--- src/hw/rtl/assert_macros.svh ---
// Assertion macros shared by the RTL of the depth tested pixel writer.
// Checks are compiled for simulation only; synthesis sees empty bodies.
`ifndef ASSERT_MACROS_SVH
`define ASSERT_MACROS_SVH
`ifndef SYNTHESIS
`define CHK_ASSERT(lbl, clk, rst, prop, msg) \
   lbl: assert property (@(posedge clk) disable iff (rst) (prop)) else $error(msg);
`define CHK_ASSERT_NR(lbl, clk, prop, msg) \
   lbl: assert property (@(posedge clk) (prop)) else $error(msg);
`else
`define CHK_ASSERT(lbl, clk, rst, prop, msg)
`define CHK_ASSERT_NR(lbl, clk, prop, msg)
`endif
`endif

--- src/hw/rtl/dtpw_pkg.sv ---
// Types and codes of the depth tested pixel writer.
// No dependencies; imported by every module of the block.
package dtpw_pkg;

   localparam int CSR_ADDR_BITS = 2;
   localparam int CSR_DATA_BITS = 9;

   localparam logic [CSR_ADDR_BITS-1:0] CSR_FRAME_WIDTH  = 2'd0;
   localparam logic [CSR_ADDR_BITS-1:0] CSR_FRAME_HEIGHT = 2'd1;
   localparam logic [CSR_ADDR_BITS-1:0] CSR_DEPTH_TEST   = 2'd2;

   localparam logic [1:0] REQ_DRAW  = 2'd0;
   localparam logic [1:0] REQ_CLEAR = 2'd1;
   localparam logic [1:0] REQ_READ  = 2'd2;
   localparam logic [1:0] REQ_NONE  = 2'd3;

   localparam logic [2:0] OUT_DRAWN    = 3'd0;
   localparam logic [2:0] OUT_REJECTED = 3'd1;
   localparam logic [2:0] OUT_BOUNDS   = 3'd2;
   localparam logic [2:0] OUT_CLEARED  = 3'd3;
   localparam logic [2:0] OUT_READ     = 3'd4;

   typedef struct packed {
      logic [1:0]         req_type;
      logic signed [15:0] x_coord;
      logic signed [15:0] y_coord;
      logic signed [23:0] depth_in;
      logic [7:0]         red_in;
      logic [7:0]         green_in;
      logic [7:0]         blue_in;
   } req_word_type;

   typedef struct packed {
      logic [2:0]         outcome;
      logic [7:0]         red_out;
      logic [7:0]         green_out;
      logic [7:0]         blue_out;
      logic signed [23:0] depth_out;
   } rsp_word_type;

   typedef struct packed {
      logic [CSR_DATA_BITS-1:0] frame_width;
      logic [CSR_DATA_BITS-1:0] frame_height;
      logic                     depth_test_enable;
   } cfg_type;

   typedef struct packed {
      logic rd_en;
      logic colour_we;
      logic depth_we;
      logic clear_start;
   } store_ctl_type;

   function automatic int addr_bits_of(int entries);
      return (entries > 1) ? $clog2(entries) : 1;
   endfunction

endpackage

--- src/hw/rtl/dtpw_locate.sv ---
// Request decode: bounds check, entry address and depth saturation.
// Depends on dtpw_pkg.
module dtpw_locate import dtpw_pkg::*; #(
   parameter int MAX_WIDTH  = 256,
   parameter int MAX_HEIGHT = 256,
   parameter int DEPTH_BITS = 24,
   parameter int ADDR_BITS  = 16
) (
   input  req_word_type                 req,
   input  cfg_type                      cfg,
   output logic                         in_bounds,
   output logic [ADDR_BITS-1:0]         addr,
   output logic signed [DEPTH_BITS-1:0] depth_sat
);

   localparam int WB  = $clog2(MAX_WIDTH + 1);
   localparam int HB  = $clog2(MAX_HEIGHT + 1);
   localparam int PB  = 15 + WB;
   localparam int EXT = (DEPTH_BITS > 24) ? DEPTH_BITS : 24;
   localparam logic signed [EXT-1:0] DMAX = EXT'((64'sd1 <<< (DEPTH_BITS - 1)) - 64'sd1);
   localparam logic signed [EXT-1:0] DMIN = EXT'(-(64'sd1 <<< (DEPTH_BITS - 1)));

   logic [15:0]           w16;
   logic [15:0]           h16;
   logic [WB-1:0]         eff_w;
   logic [HB-1:0]         eff_h;
   logic                  in_x;
   logic                  in_y;
   logic [PB-1:0]         prod;
   logic [PB-1:0]         sum;
   logic signed [EXT-1:0] z_ext;
   logic signed [EXT-1:0] z_sat;

   always_comb begin
      w16   = 16'(cfg.frame_width);
      h16   = 16'(cfg.frame_height);
      // saturate oversized dimensions to the store geometry
      eff_w = (w16 > 16'(MAX_WIDTH)) ? WB'(MAX_WIDTH) : WB'(w16);
      eff_h = (h16 > 16'(MAX_HEIGHT)) ? HB'(MAX_HEIGHT) : HB'(h16);
      in_x  = !req.x_coord[15] && ({1'b0, req.x_coord[14:0]} < 16'(eff_w));
      in_y  = !req.y_coord[15] && ({1'b0, req.y_coord[14:0]} < 16'(eff_h));
      in_bounds = in_x && in_y;
      prod  = PB'(req.y_coord[14:0]) * PB'(eff_w);
      sum   = prod + PB'(req.x_coord[14:0]);
      addr  = sum[ADDR_BITS-1:0];
      z_ext = EXT'(req.depth_in);
      if (z_ext > DMAX) begin
         z_sat = DMAX;
      end else if (z_ext < DMIN) begin
         z_sat = DMIN;
      end else begin
         z_sat = z_ext;
      end
      depth_sat = z_sat[DEPTH_BITS-1:0];
   end

endmodule

--- config.mk ---
export PLATFORM = sky130hd
export DESIGN_NAME = dtpw_locate
export DESIGN_NICKNAME = d
export VERILOG_FILES = /design/src/hw/rtl/assert_macros.svh /design/src/hw/rtl/dtpw_pkg.sv /design/src/hw/rtl/dtpw_locate.sv
export SDC_FILE = /design/constraint.sdc
export NUM_CORES = 1
export LEC_CHECK = 0
export ABC_AREA = 1
export BUFFER_PORTS_ARGS = -buffer_cell sky130_fd_sc_hd__buf_2
export CAP_MARGIN = 20
export CORE_UTILIZATION = 58
export DETAILED_ROUTE_END_ITERATION = 7
export GPL_ROUTABILITY_DRIVEN = 0
export PLACE_DENSITY_LB_ADDON = 0.1
export RECOVER_POWER = 25
export SLEW_MARGIN = 20
export SYNTH_ARGS = -nofsm -noshare
export SYNTH_HDL_FRONTEND = slang
export SYNTH_SLANG_ARGS = --single-unit
export TNS_END_PERCENT = 5
--- constraint.sdc ---
create_clock -name vclk -period 17.3
set_clock_uncertainty 0.15 [all_clocks]
set_input_delay 3.46 -clock vclk [all_inputs]
set_output_delay 3.46 -clock vclk [all_outputs]
set_load 0.05 [all_outputs]
==> impl_metrics.csv, run 1 <==
group,metric,value,unit
cells_and_area,drive_gt1_frac,0.117,
drt,antenna_left,0,
synth,yosys.cell_types.count,29,
pwr,power,0.637,mW
critical_path,worst_ep_arrival_time,9.13,ns
synth,syn_area,4100,um2
critical_path,crit_path_top_delay_cell,"fa_1",
status,status,"finished, final reports clean",
cells_and_area,layoutNonFillerInstCount,720,
critical_path,critPathCaptureType,"primary output",
critical_path,start_kind,"primary input",
synth,ys_seq_area_frac,0,
synth,synthCells,587,
clock_network,post_cts_resized,0,
critical_path,required,13.69,ns
global_route,antenna_found_initial,0,
cells_and_area,most-common-layout-cells,"nand2_1, inv_1, fa_1, nor2_1, buf_2",
timing,timing.final.ws_setup,4.56,ns
floorplanning,ios,142,
cells_and_area,layout_commonest_cell,"nand2_1",
timing,finalMaxSlewViolations,0,
synth,syn_area_per_cell,6.98,um2
pwr,p_leak,2.64,nW
pwr,p_comb_frac,1.000,
drt,wl,10200,um
timing,rsz0062_at_grt,"false",
timing,clock.fmax,78.5,MHz
pwr,p_int,0.184,mW
floorplanning,die_area,7400,um2
global_route,track_usage,0.297,
floorplanning,dieWidth,86.0,um
clock_network,cts_hold_buf,0,
cells_and_area,nFillCells,644,
floorplanning,rows,30,
floorplanning,core_area,6790,um2
placed_design,pre_cts_slack,4.57,ns
cells_and_area,nClkBuffers,0,
pwr,seq_power_share,0,
timing,setup_violations,0,
cells_and_area,final_nets,852,
timing,fin_setup_tns,0,ns
global_route,grt_overflow,0,
critical_path,path_delay_family,"adder cells",
clock_network,postCtsSetupBuffers,0,
drt,vias,3829,
cells_and_area,final_core_util,0.653,
pwr,p_sw_frac,0.711,
synth,synthesis.nets,813,
pwr,pwr-share-clk,0,
cells_and_area,antenna_cells,0,
cells_and_area,seq_cells,0,
cells_and_area,multiInputGateArea,3480,um2
critical_path,cp_num_buf_inv,6,
cells_and_area,area_delta_synth_final,8.34,%
cells_and_area,ff_latch_area,0,um2
timing,hold_viol,0,
drt,detail_route.vias_per_cell,5.32,
drt,dr.pass1.iters,6,
timing,worst_pin_slew,0.943,ns
critical_path,crit_chain,"buf_2 > nor2_1 > nand3_1 > o21ai_0 > nand2_1 > clkinv_1 > nand2_1 > fa_1 > inv_1 > fa_1 > ha_1 > fa_1 > inv_1 > fa_1 > inv_1 > ha_1 > a21oi_1 > o21ai_0 > a21oi_1 > o21ai_0 > a21oi_1 > xor2_1 > buf_2",
placed_design,dp_cells,720,
pwr,switching_power,0.453,mW
critical_path,path_common_cell,"fa_1",
timing,period_minus_slack,12.74,ns
hold_path,hold_path_class,"in -> out",
pwr,vdd_drop_max,0.159,mV
critical_path,critical-path-max-stage-delay,0.56,ns
job,maxCapViolations,0,
global_route,grt_pass1_vias,3857,
synth,yosysWarningCount,0,
global_route,grt_pass1_wl,17200,um
floorplanning,start_util,0.603,
critical_path,crit_fanout,10,
pwr,p_per_area,144,nW/um2
global_route,grt_max_degree,16,
placed_design,portBuffers,67,
drt,avgRoutedWirePerCell,14.2,um
critical_path,critPathKind,"in -> out",
drt,drt-initial-drc-count,187,
placed_design,dp_hpwl,8860,um
floorplanning,die_y,86.0,um
drt,drcViolationCount,0,
timing,maxSlewHeadroom,0.369,
timing,post-route-period-util,0.737,
-- final cells by class --
| type | count | area share |
|---|---|---|
| multi-input cells | 423 | 0.784 |
| inverters | 134 | 0.113 |
| repair buffers | 67 | 0.0756 |
| well taps | 96 | 0.0271 |
-- cells in the mapped netlist (all sizes together) --
cell type | instances | share of area
nor3 | 3 | 0.0037
o21a | 1 | 0.0018
a21o | 3 | 0.0055
inv | 132 | 0.12
nor2 | 71 | 0.066
nor4 | 1 | 0.0015
o311ai | 1 | 0.0021
fa | 78 | 0.38
xor2 | 10 | 0.021
clkbuf | 28 | 0.026
o211ai | 1 | 0.0018
buf | 2 | 0.0021
o21ai | 8 | 0.0098
o21bai | 1 | 0.0018
nand4 | 8 | 0.012
nand2 | 138 | 0.13
xnor2 | 2 | 0.0043
clkinv | 2 | 0.0018
nand3 | 26 | 0.032
nand3b | 2 | 0.0037
a211oi | 1 | 0.0018
a21oi | 19 | 0.023
a31oi | 1 | 0.0015
a221oi | 1 | 0.0021
ha | 47 | 0.14
-- path summary, 6_finish.rpt --
path              startpoint       endpoint  slack (ns)  cells past startpoint
setup / recovery     cfg[13]       addr[11]        4.56                     23
hold / removal       req[46]  depth_sat[22]        6.77                      0
-- power groups by stage --
stage	sequential [mW]	clock (mW)	combinational (mW)
final	0	0	0.637
after global routing	0	0	0.704
after CTS	0	0	0.639
after detailed placement	0	0	0.637
after global placement	0	0	0.628
after floorplan	0	0	0.521
-- logic make-up after synthesis --
logic type	synth area share
and+or+nand+nor	0.247
adders and majority gates	0.525
xor gates and xnor gates	0.0257
buffers and inverters	0.151
AOI/OAI and AO/OA	0.0516
-- per-layer routing --
layer,global-route usage,vias to the layer above,part of all wire
li1,-,1818,-
met1,0.343,1812,0.39
met2,0.567,159,0.51
met3,0.0327,40,0.066
met4,0.0939,0,0.036
met5,0,-,0
-- metrics by stage --
stage          hold WS, ns  cell area [um2]
2_1_floorplan         7.04             4100
3_3_place_gp          6.77             4440
3_5_place_dp          6.77             4440
4_1_cts               6.77             4440
5_1_grt               6.77             4440
6_report              6.77             4440
Note: power is estimated with default switching activity, not from simulation.
==> inputs of run 2 (changes only) <==
--- a/config.mk
+++ b/config.mk
@@ -8,7 +8,7 @@
 export ABC_AREA = 1
 export BUFFER_PORTS_ARGS = -buffer_cell sky130_fd_sc_hd__buf_2
 export CAP_MARGIN = 20
-export CORE_UTILIZATION = 58
+export CORE_UTILIZATION = 49
 export DETAILED_ROUTE_END_ITERATION = 7
 export GPL_ROUTABILITY_DRIVEN = 0
 export PLACE_DENSITY_LB_ADDON = 0.1
==> constraint.sdc (replaced) <==
create_clock -name vclk -period 11.6
set_clock_uncertainty 0.15 [all_clocks]
set_input_delay 2.32 -clock vclk [all_inputs]
set_output_delay 2.32 -clock vclk [all_outputs]
set_load 0.05 [all_outputs]
==> impl_metrics.csv, run 2 (synthesis results as in run 1) <==
group,metric,value,unit
cells_and_area,final_nets,852,
floorplanning,start_util,0.519,
job,maxCapViolations,0,
critical_path,critPathCaptureType,"primary output",
drt,avgRoutedWirePerCell,14.0,um
floorplanning,core_area,7890,um2
global_route,grt_max_degree,16,
critical_path,critPathKind,"in -> out",
timing,clock.fmax,96.2,MHz
floorplanning,rows,32,
floorplanning,ios,142,
cells_and_area,seq_cells,0,
timing,finalMaxSlewViolations,0,
global_route,grt_overflow,0,
critical_path,crit_chain,"buf_2 > nor2_1 > nand3_1 > o21ai_0 > nand2_1 > clkinv_1 > nand2_1 > fa_1 > inv_1 > fa_1 > inv_1 > fa_1 > inv_1 > fa_1 > fa_1 > ha_1 > a21o_1 > a21oi_1 > nand2_1 > a21o_1 > a21oi_1 > xnor2_1 > buf_2",
pwr,p_per_area,213,nW/um2
timing,period_minus_slack,10.39,ns
cells_and_area,area_delta_synth_final,8.52,%
timing,worst_pin_slew,0.955,ns
floorplanning,die_y,93.4,um
drt,dr.pass1.iters,5,
clock_network,postCtsSetupBuffers,0,
clock_network,post_cts_resized,0,
critical_path,worst_ep_arrival_time,7.92,ns
cells_and_area,nClkBuffers,0,
placed_design,portBuffers,67,
timing,hold_viol,0,
floorplanning,die_area,8730,um2
drt,antenna_left,0,
drt,detail_route.vias_per_cell,5.12,
global_route,grt_pass1_vias,3821,
clock_network,cts_hold_buf,0,
drt,drt-initial-drc-count,120,
global_route,grt_pass1_wl,17600,um
hold_path,hold_path_class,"in -> out",
timing,setup_violations,0,
critical_path,start_kind,"primary input",
global_route,track_usage,0.259,
status,status,"finished, final reports clean",
critical_path,crit_fanout,10,
placed_design,dp_hpwl,8990,um
timing,timing.final.ws_setup,1.21,ns
cells_and_area,layout_commonest_cell,"nand2_1",
drt,drcViolationCount,0,
drt,vias,3714,
critical_path,required,9.13,ns
timing,maxSlewHeadroom,0.361,
timing,rsz0062_at_grt,"false",
critical_path,path_common_cell,"fa_1",
cells_and_area,antenna_cells,0,
cells_and_area,ff_latch_area,0,um2
placed_design,pre_cts_slack,1.19,ns
cells_and_area,drive_gt1_frac,0.117,
critical_path,critical-path-max-stage-delay,0.58,ns
drt,wl,10200,um
timing,fin_setup_tns,0,ns
global_route,antenna_found_initial,0,
cells_and_area,nFillCells,814,
cells_and_area,most-common-layout-cells,"nand2_1, inv_1, fa_1, nor2_1, buf_2",
timing,post-route-period-util,0.896,
critical_path,crit_path_top_delay_cell,"fa_1",
floorplanning,dieWidth,93.4,um
pwr,vdd_drop_max,0.285,mV
pwr,p_leak,2.64,nW
-- run 2: cell counts in the layout (fill, tap and decap cells not counted) --
Identical to the previous run, type by type.
-- run 2: power by group --
part           internal, mW  total, mW  switching [mW]
clock network             0          0               0
registers                 0          0               0
logic                 0.274      0.945           0.672
-- run 2: final timing paths --
path              startpoint       endpoint  slack, ns  cells after the start
setup / recovery     cfg[13]       addr[10]       1.21                     23
hold / removal       req[41]  depth_sat[17]       4.49                      0
-- run 2: metrics by stage --
step                      power [mW]  cell area (um2)  hold slack (ns)  std cells  utilization
after floorplan                0.778             4100             4.76        587            -
after global placement         0.945             4450             4.49        726        0.564
after detailed placement       0.950             4450             4.49        726        0.564
after CTS                      0.954             4450             4.49        726        0.564
after global routing            1.06             4450             4.49        726        0.564
final                          0.945             4450             4.49        726        0.564
-- run 2: cell type report --
cell class	instances	area, um2	area share
Tap cell	102	128	0.0287
Multi-Input combinational cell	423	3480	0.783
Inverter	134	503	0.113
Timing Repair Buffer	67	335	0.0754
-- run 2: per-layer routing --
layer | share of wire | wire [um] | GRT usage | up-vias
li1 | - | - | - | 1819
met1 | 0.40 | 4080 | 0.326 | 1740
met2 | 0.50 | 5150 | 0.477 | 137
met3 | 0.068 | 694 | 0.0268 | 18
met4 | 0.027 | 276 | 0.0590 | 0
met5 | 0 | 0 | 0 | -
-- run 2: worst max-delay path: cells and delay by family --
kind / cells / cell delay, ns
buffers and inverters: 6 / 0.88
AND/OR/NAND/NOR: 5 / 0.68
XOR/XNOR: 1 / 0.15
adder cells (fa/ha/maj): 6 / 2.91
AO/OA/AOI/OAI: 5 / 0.98
==> inputs of run 3 (changes only) <==
--- a/config.mk
+++ b/config.mk
@@ -6,9 +6,12 @@
 export NUM_CORES = 1
 export LEC_CHECK = 0
 export ABC_AREA = 1
+export ABC_CLOCK_PERIOD_IN_PS = 11600
 export BUFFER_PORTS_ARGS = -buffer_cell sky130_fd_sc_hd__buf_2
 export CAP_MARGIN = 20
-export CORE_UTILIZATION = 49
+export CELL_PAD_IN_SITES_DETAIL_PLACEMENT = 0
+export CELL_PAD_IN_SITES_GLOBAL_PLACEMENT = 1
+export CORE_UTILIZATION = 34
 export DETAILED_ROUTE_END_ITERATION = 7
 export GPL_ROUTABILITY_DRIVEN = 0
 export PLACE_DENSITY_LB_ADDON = 0.1
==> impl_metrics.csv, run 3 (synthesis results as in run 1) <==
group,metric,value,unit
status,status,"finished with violations",
status,violations,"DRC",
timing,worst_pin_slew,0.515,ns
placed_design,portBuffers,67,
floorplanning,start_util,0.354,
cells_and_area,area_delta_synth_final,9.96,%
drt,avgRoutedWirePerCell,14.8,um
timing,hold_viol,0,
drt,antenna_left,0,
critical_path,required,9.13,ns
cells_and_area,final_area,4500,um2
global_route,grt_max_degree,16,
floorplanning,rows,39,
drt,vias,3694,
drt,wl,11400,um
critical_path,start_kind,"primary input",
timing,period_minus_slack,10.46,ns
timing,maxSlewHeadroom,0.652,
critical_path,worst_ep_arrival_time,7.99,ns
floorplanning,die_area,12500,um2
global_route,track_usage,0.197,
drt,dr.pass1.iters,8,
cells_and_area,layout_commonest_cell,"nand2_1",
pwr,p_leak,2.64,nW
cells_and_area,seq_cells,0,
cells_and_area,ff_latch_area,0,um2
global_route,antenna_found_initial,0,
cells_and_area,final_nets,853,
floorplanning,ios,142,
clock_network,post_cts_resized,0,
global_route,grt_pass1_vias,4031,
global_route,grt_pass1_wl,19500,um
placed_design,placed_area,4500,um2
pwr,power,0.956,mW
critical_path,critPathCaptureType,"primary output",
floorplanning,dieWidth,112,um
drt,drcViolationCount,10,
timing,finalMaxSlewViolations,0,
pwr,p_per_area,212,nW/um2
pwr,vdd_drop_max,0.227,mV
cells_and_area,nFillCells,1275,
cells_and_area,antenna_cells,0,
drt,detail_route.vias_per_cell,4.81,
cells_and_area,most-common-layout-cells,"nand2_1, inv_1, fa_1, nor2_1, buf_2",
job,maxCapViolations,0,
global_route,grt_overflow,0,
placed_design,dp_hpwl,10000,um
timing,fin_setup_tns,0,ns
critical_path,critPathKind,"in -> out",
clock_network,postCtsSetupBuffers,0,
timing,clock.fmax,95.6,MHz
drt,drt-initial-drc-count,134,
timing,post-route-period-util,0.902,
timing,setup_violations,0,
cells_and_area,drive_gt1_frac,0.118,
floorplanning,die_y,112,um
clock_network,cts_hold_buf,0,
critical_path,crit_fanout,10,
cells_and_area,nClkBuffers,0,
hold_path,hold_path_class,"in -> out",
timing,rsz0062_at_grt,"false",
floorplanning,core_area,11600,um2
-- run 3: changes by cell type in the layout (fill, tap and decap cells not counted) --
| cell | delta |
|---|---|
| buf_4 | +1 |
-- run 3: through the flow --
step	util	worst slack (ns)	hold slack [ns]	std cells
floorplan	-	1.70	4.76	587
global placement	0.389	1.12	4.49	768
detailed placement	0.389	1.10	4.49	768
CTS	0.389	1.10	4.49	768
global route	0.389	0.659	4.49	768
finish	0.389	1.14	4.49	768
-- run 3: power breakdown --
group	total (mW)	switching (mW)	internal [mW]
registers	0	0	0
logic	0.956	0.681	0.274
clock network	0	0	0
total	0.956	0.681	0.274
-- run 3: cell type report --
type	count	area (um2)	share of cell area
inverter	134	503	0.112
timing repair buffer	68	343	0.0761
multi-input combinational	423	3480	0.773
tap	143	179	0.0397
-- run 3: path summary, 6_finish.rpt --
| path | start | end | slack [ns] | depth (start not counted) |
|---|---|---|---|---|
| max | cfg[15] | addr[10] | 1.14 | 23 |
| min | req[34] | depth_sat[10] | 4.49 | 0 |
-- run 3: metal layers --
metal | vias up | wire [um] | global-route usage
li1 | 1816 | - | -
met1 | 1754 | 4730 | 0.246
met2 | 100 | 5950 | 0.385
met3 | 24 | 496 | 0.00490
met4 | 0 | 175 | 0.0279
met5 | - | 0 | 0
-- run 3: critical path, cell delays in order --
cell      delay, ns
buf_2          0.11
inv_1          0.08
nand4_1        0.11
o21ai_0        0.27
nand2_1        0.31
clkinv_1       0.32
nand2_1        0.12
fa_1           0.54
inv_1          0.05
fa_1           0.51
inv_1          0.06
fa_1           0.47
inv_1          0.05
fa_1           0.56
fa_1           0.43
ha_1           0.39
a21o_1         0.22
a21oi_1        0.16
nand2_1        0.13
a21o_1         0.17
a21oi_1        0.15
xnor2_1        0.15
buf_2          0.29
